File: src/rtl/pfc_pkg.sv
// shared types and constants of the playfair digraph cipher unit
// no dependencies; imported by every module of the block
package pfc_pkg;

  localparam int Side     = 5;
  localparam int Cells    = Side * Side;
  localparam int LetterW  = 5;
  localparam int PosW     = 3;
  localparam int CfgDataW = 50;
  localparam int CfgIdxW  = 2;
  localparam int HighW    = 25;

  localparam logic [LetterW-1:0] FillerCode = 5'd23;

  // configuration register indexes
  localparam logic [CfgIdxW-1:0] RegCellsLow  = 2'd0;
  localparam logic [CfgIdxW-1:0] RegCellsMid  = 2'd1;
  localparam logic [CfgIdxW-1:0] RegCellsHigh = 2'd2;
  localparam logic [CfgIdxW-1:0] RegDecrypt   = 2'd3;

  typedef struct packed {
    logic [LetterW-1:0] letter_code;
    logic               message_end;
  } in_item_t;

  typedef struct packed {
    logic [LetterW-1:0] cipher_letter;
    logic               run_last;
    logic               absent_letter;
  } out_item_t;

  // key square as held in the configuration registers
  typedef struct packed {
    logic                decrypt;
    logic [HighW-1:0]    cells_high;
    logic [CfgDataW-1:0] cells_mid;
    logic [CfgDataW-1:0] cells_low;
  } square_cfg_t;

  typedef struct packed {
    logic [LetterW-1:0] first;
    logic [LetterW-1:0] second;
  } pair_t;

  typedef struct packed {
    logic [LetterW-1:0] first;
    logic [LetterW-1:0] second;
    logic               absent;
  } subst_t;

endpackage

File: src/rtl/pfc_digraph_lookup.sv
// digraph substitution through the 5x5 key square
// depends on pfc_pkg; purely combinational, used by the top level
module pfc_digraph_lookup
  import pfc_pkg::*;
(
  input  square_cfg_t sq_i,
  input  pair_t       pair_i,
  output subst_t      subst_o
);

  logic [Cells*LetterW-1:0] flat;
  logic [LetterW-1:0]       view [Side][Side];
  logic [PosW-1:0]          fr, fc, sr, sc;
  logic                     fa, fb;

  function automatic logic [PosW-1:0] inc5(input logic [PosW-1:0] v);
    inc5 = (v == PosW'(Side - 1)) ? '0 : v + PosW'(1);
  endfunction

  assign flat = {sq_i.cells_high, sq_i.cells_mid, sq_i.cells_low};

  // square as seen in the current mode, rotated half a turn for decryption
  always_comb begin
    for (int r = 0; r < Side; r++) begin
      for (int c = 0; c < Side; c++) begin
        view[r][c] = sq_i.decrypt ? flat[LetterW*(Cells-1-(r*Side+c)) +: LetterW]
                                  : flat[LetterW*(r*Side+c) +: LetterW];
      end
    end
  end

  // locate both letters, last match in reading order wins
  always_comb begin
    fr = '0;
    fc = '0;
    sr = '0;
    sc = '0;
    fa = 1'b0;
    fb = 1'b0;
    for (int r = 0; r < Side; r++) begin
      for (int c = 0; c < Side; c++) begin
        if (view[r][c] == pair_i.first) begin
          fr = PosW'(r);
          fc = PosW'(c);
          fa = 1'b1;
        end
        if (view[r][c] == pair_i.second) begin
          sr = PosW'(r);
          sc = PosW'(c);
          fb = 1'b1;
        end
      end
    end
  end

  // same row, same column or rectangle corners
  always_comb begin
    subst_o.absent = ~(fa & fb);
    if (fr == sr) begin
      subst_o.first  = view[fr][inc5(fc)];
      subst_o.second = view[sr][inc5(sc)];
    end else if (fc == sc) begin
      subst_o.first  = view[inc5(fr)][fc];
      subst_o.second = view[inc5(sr)][sc];
    end else begin
      subst_o.first  = view[fr][sc];
      subst_o.second = view[sr][fc];
    end
  end

endmodule

File: src/rtl/playfair_digraph_cipher_unit.sv
// top level of the playfair digraph cipher unit: pairing, pipeline and output sequencing
// depends on pfc_pkg and pfc_digraph_lookup
//
//   channel  direction  handshake              payload
//   in       input      in_valid_i/in_ready_o  in_i (in_item_t)
//   out      output     out_valid_o/out_ready_i out_o (out_item_t)
//   cfg      input      cfg_we_i               cfg_index_i, cfg_data_i
//
// an accepted letter is paired with the held one; a pair moves from the pair register
// to the result register and leaves as two letters (four when a doubled letter ends
// the message) on the single output port, one letter per cycle while out_ready_i is
// high; the pair register refills while the result register drains, so new letters are taken during output.
// reset clears the held letter and both stage valids; output stalls back up
// into the pair register and then into in_ready_o.
module playfair_digraph_cipher_unit
  import pfc_pkg::*;
(
  input  logic                clk_i,
  input  logic                rst_ni,
  input  logic                in_valid_i,
  output logic                in_ready_o,
  input  in_item_t            in_i,
  output logic                out_valid_o,
  input  logic                out_ready_i,
  output out_item_t           out_o,
  input  logic                cfg_we_i,
  input  logic [CfgIdxW-1:0]  cfg_index_i,
  input  logic [CfgDataW-1:0] cfg_data_i
);

  square_cfg_t        sq_q;
  logic               pend_valid_q, pend_valid_d;
  logic [LetterW-1:0] pend_letter_q, pend_letter_d;
  logic               a_valid_q;
  pair_t              a_pair_q, a_pair_d;
  logic               a_quad_q, a_quad_d;
  logic               b_valid_q;
  subst_t             b_res_q;
  logic               b_quad_q;
  logic [1:0]         b_idx_q;
  subst_t             subst;
  logic               in_fire, a_produce, a_move, b_last, b_done;

  // configuration registers
  always_ff @(posedge clk_i or negedge rst_ni) begin
    if (!rst_ni) begin
      sq_q <= '0;
    end else if (cfg_we_i) begin
      unique case (cfg_index_i)
        RegCellsLow:  sq_q.cells_low  <= cfg_data_i;
        RegCellsMid:  sq_q.cells_mid  <= cfg_data_i;
        RegCellsHigh: sq_q.cells_high <= cfg_data_i[HighW-1:0];
        RegDecrypt:   sq_q.decrypt    <= cfg_data_i[0];
        default: ;
      endcase
    end
  end

  // handshake control
  assign b_last      = b_quad_q ? (b_idx_q == 2'd3) : (b_idx_q == 2'd1);
  assign b_done      = b_valid_q & out_ready_i & b_last;
  assign a_move      = a_valid_q & (~b_valid_q | b_done);
  assign in_ready_o  = ~a_valid_q | a_move;
  assign in_fire     = in_valid_i & in_ready_o;

  // pairing of the incoming letter with the held one
  always_comb begin
    pend_valid_d  = pend_valid_q;
    pend_letter_d = pend_letter_q;
    a_pair_d      = '{first: in_i.letter_code, second: FillerCode};
    a_quad_d      = 1'b0;
    a_produce     = pend_valid_q | in_i.message_end;
    if (!pend_valid_q) begin
      if (!in_i.message_end) begin
        pend_valid_d  = 1'b1;
        pend_letter_d = in_i.letter_code;
      end
    end else if (pend_letter_q != in_i.letter_code) begin
      a_pair_d      = '{first: pend_letter_q, second: in_i.letter_code};
      pend_valid_d  = 1'b0;
      pend_letter_d = '0;
    end else begin
      // doubled letter: filler pair, repeated when it also ends the message
      a_quad_d      = in_i.message_end;
      pend_valid_d  = ~in_i.message_end;
      pend_letter_d = in_i.message_end ? '0 : in_i.letter_code;
    end
  end

  // held letter and pair register
  always_ff @(posedge clk_i or negedge rst_ni) begin
    if (!rst_ni) begin
      pend_valid_q  <= 1'b0;
      pend_letter_q <= '0;
      a_valid_q     <= 1'b0;
    end else begin
      if (in_fire) begin
        pend_valid_q  <= pend_valid_d;
        pend_letter_q <= pend_letter_d;
      end
      if (in_fire) begin
        a_valid_q <= a_produce;
      end else if (a_move) begin
        a_valid_q <= 1'b0;
      end
    end
  end

  always_ff @(posedge clk_i) begin
    if (in_fire) begin
      a_pair_q <= a_pair_d;
      a_quad_q <= a_quad_d;
    end
  end

  pfc_digraph_lookup u_lookup (
    .sq_i    (sq_q),
    .pair_i  (a_pair_q),
    .subst_o (subst)
  );

  // result register and output letter counter
  always_ff @(posedge clk_i or negedge rst_ni) begin
    if (!rst_ni) begin
      b_valid_q <= 1'b0;
      b_idx_q   <= '0;
    end else begin
      if (a_move) begin
        b_valid_q <= 1'b1;
        b_idx_q   <= '0;
      end else if (b_done) begin
        b_valid_q <= 1'b0;
      end else if (b_valid_q && out_ready_i) begin
        b_idx_q <= b_idx_q + 2'd1;
      end
    end
  end

  always_ff @(posedge clk_i) begin
    if (a_move) begin
      b_res_q  <= subst;
      b_quad_q <= a_quad_q;
    end
  end

  // output transaction
  assign out_valid_o         = b_valid_q;
  assign out_o.cipher_letter = b_idx_q[0] ? b_res_q.second : b_res_q.first;
  assign out_o.run_last      = b_last;
  assign out_o.absent_letter = b_res_q.absent;

endmodule

File: config.mk
export PLATFORM = sky130hd
export DESIGN_NAME = playfair_digraph_cipher_unit
export DESIGN_NICKNAME = d
export VERILOG_FILES = /design/src/rtl/pfc_pkg.sv /design/src/rtl/pfc_digraph_lookup.sv /design/src/rtl/playfair_digraph_cipher_unit.sv
export SDC_FILE = /design/constraint.sdc
export NUM_CORES = 1
export LEC_CHECK = 0
export ABC_CLOCK_PERIOD_IN_PS = 14900
export BUFFER_PORTS_ARGS = -buffer_cell sky130_fd_sc_hd__buf_4
export CORE_MARGIN = 2
export CORE_UTILIZATION = 45
export CTS_BUF_LIST = sky130_fd_sc_hd__clkbuf_16
export DETAILED_ROUTE_END_ITERATION = 10
export PLACE_DENSITY = 0.67
export SYNTH_ARGS = -nofsm -noshare
export SYNTH_HDL_FRONTEND = slang
export SYNTH_SLANG_ARGS = --single-unit
export TNS_END_PERCENT = 1
File: constraint.sdc
create_clock -name clk_i -period 14.9 [get_ports clk_i]
set_input_delay 2.98 -clock clk_i [delete_from_list [all_inputs] [get_ports clk_i]]
set_output_delay 2.98 -clock clk_i [all_outputs]
set_load 0.01 [all_outputs]
==> metrics.yaml <==
finalHoldViolCount: 0
overflow: 0
die_w_um: 200.1
cts_sinks: 159
synthDistinctLibCells: 104
synthXorXnorAreaFrac_pct: 13.36
synth_area_per_cell_sq_um: 8.903
cp_data_arrival_time_ns: 8.42
ys_ff_latch: 159
num_vias: 17940
grt.busiest_layer: "met2"
dp_hpwl_mm: 67.81
final.min_clock_period_ns: 8.196
start_util_pct: 45.84
die_h_um: 200.1
async_flop_share_pct: 85.53
synthMuxAreaShare_pct: 23.21
drcViolationCount: 0
numCtsBuffers: 17
via_per_inst: 7.208
htreeDepth: 4
globalplace.congestion: 1.096
yosys.area_share.simple_pct: 16.97
tightest_slew_ns: 1.488
finalCritPeriodShare_pct: 55.00
status: "finished, violations left"
maxSlewViolCount: 1
io_pins: 72
grt_pass1_vias: 16950
grt_start_max_net_pins: 132
critical_path.startpoint_type: "flop"
nets: 2035
synth.cell_area_sq_um: 17310
hold_class: "reg -> reg"
layout_commonest_cell: "nand2_1"
synth-seq-area-share_pct: 23.65
fmax_mhz: 122.0
synth_nets: 2015
ant_nets: 0
grt_util_met3_pct: 13.86
synth_compound_area_share_pct: 16.91
timing.setup.tns_ns: 0
required_ns: 15.13
mostFrequentLayoutCells: "nand2_1 (231), xnor2_1 (161), buf_4 (152), mux2_2 (150), dfrtp_1 (135)"
finalSetupViolCount: 0
wl_per_cell_um: 36.96
grt_setup_unrepaired: "no"
use_met1_pct: 59.53
holdBufCountCts: 0
synthCells: 1944
clkTransAtPathRegs_ns: 0.07
layout-drive-gt1-share_pct: 22.31
drt_iter0_drc: 2857
slew_headroom_pct: -2.030
dieArea_sq_um: 40050
clk_latency_ns: 0.49
core_sq_um: 37760
drtPass1Iterations: 6
critPathKind: "reg -> reg"
post_cts_buffers: 0
io_buffers: 71
grt_pass1_wl_mm: 130.0
skew_ns: 0.01642
synth_fa_ha_area_share_pct: 0.5783
syn_to_final_growth_pct: 9.260
violations: "capacitance limit, slew limit"
totalWireLength_mm: 91.98
grtUsageTotal_pct: 45.52
ys_warn_count: 0
cts_buffer_depth: 2
utilization_pct: 50.09
num_rows: 71
met2_usage_pct: 64.34
post_cts_resized: 0
cts_tree: "done"
drv_cap: 1
nFillCells: 3546
antenna_found_initial: 3
crit_path_end_kind: "flop"
synth_top_family_by_area: "multiplexers"
yosys_most_used_dff: "dfrtp_1"
synth-edff-count: 23
path_max_fanout: 131
root_buffer: "clkbuf_16"
-- path summary, 6_finish.rpt --
check | from | to | slack [ns] | cells after the start
min in group asynchronous | rst_ni | sq_q[65] | 2.46 | 1
max in group asynchronous | rst_ni | sq_q[125] | 11.08 | 2
worst max-delay path | sq_q[125] | b_res_q[9] | 6.70 | 16
worst min-delay path | a_quad_q | b_quad_q | 0.44 | 0
worst max register to register | sq_q[125] | b_res_q[9] | 6.70 | 16
worst min register to register | a_quad_q | b_quad_q | 0.44 | 0
-- layout make-up --
type | count | area, sq um | area share, %
clock buffers | 17 | 425.4 | 2.250
flip-flops and latches | 159 | 4098 | 21.67
well taps | 511 | 639.4 | 3.381
diodes | 1 | 2.502 | 0.01323
clock inverters | 15 | 151.4 | 0.8006
inverters | 25 | 93.84 | 0.4962
multi-input cells | 1607 | 12330 | 65.19
repair buffers | 154 | 1172 | 6.200
-- critical path: stages (launching register included) --
cell and delay [ns]:
dfrtp_4 0.84, buf_12 0.65, mux2i_1 0.80, xnor2_1 0.14, or4_1 0.78, and4b_1 0.50, o21a_4 0.32, o21ai_4 0.49
ha_1 0.42, o21bai_1 0.24, o31a_2 0.29, buf_4 0.53, mux4_2 0.59, a21boi_1 0.36, o221ai_1 0.20, and4_1 0.24
a211o_1 0.30
-- cell families after synthesis --
kind of cell / count (synthesis)
AOI/OAI and AO/OA: 395
xor gates and xnor gates: 264
adders and majority gates: 8
buffers and inverters: 178
DFF: 159
muxes: 341
and+or+nand+nor: 599
-- synth_stat cells, types with 16 or more instances --
library cell	count	share of area, %
nand2_1	231	5.0
a211oi_1	21	0.91
o211ai_1	17	0.74
nand4_1	19	0.69
mux2i_1	136	7.9
a31oi_1	27	0.98
nor4_1	16	0.58
xnor2_1	161	8.1
o21ai_0	57	1.6
mux2_2	150	9.8
xor2_1	103	5.2
clkbuf_1	61	1.3
a21oi_1	53	1.5
buf_2	48	1.4
edfxtp_1	23	4.0
o22ai_1	27	0.98
o221ai_1	34	1.7
inv_1	25	0.54
mux2i_2	31	2.5
nand3_1	75	2.2
nor2_1	75	1.6
buf_1	21	0.46
nor3_1	66	1.9
or4_1	22	0.95
dfrtp_1	136	20
mux4_2	20	2.6
-- metrics by stage --
step | area, sq um | setup slack [ns] | cells | hold WS [ns]
2_1_floorplan | 17310 | 8.647 | 1944 | 0.4003
3_3_place_gp | 18330 | 7.147 | 2456 | 0.4056
3_5_place_dp | 18330 | 7.114 | 2456 | 0.4259
4_1_cts | 18910 | 7.079 | 2488 | 0.4436
5_1_grt | 18910 | 6.734 | 2488 | 0.4633
6_report | 18910 | 6.704 | 2489 | 0.4393
-- state kept, by name (all words and copies together) (netlist names) --
signal and cells:
b_res_q 10, pend_letter_q 5, b_quad_q 1, out_valid_o 1, a_pair_q 10, a_valid_q 1, pend_valid_q 1, out_o 1
sq_q 126, b_idx_q 2, a_quad_q 1
-- metal layers --
metal / share of wire [%] / up-vias
li1: - / 7287
met4: 7.8 / 4
met1: 39 / 8918
met2: 41 / 1386
met5: 0.028 / -
met3: 12 / 346
Power is not shown: default switching activity piles up to over one toggle a cycle in this logic, so the estimate is an artifact.
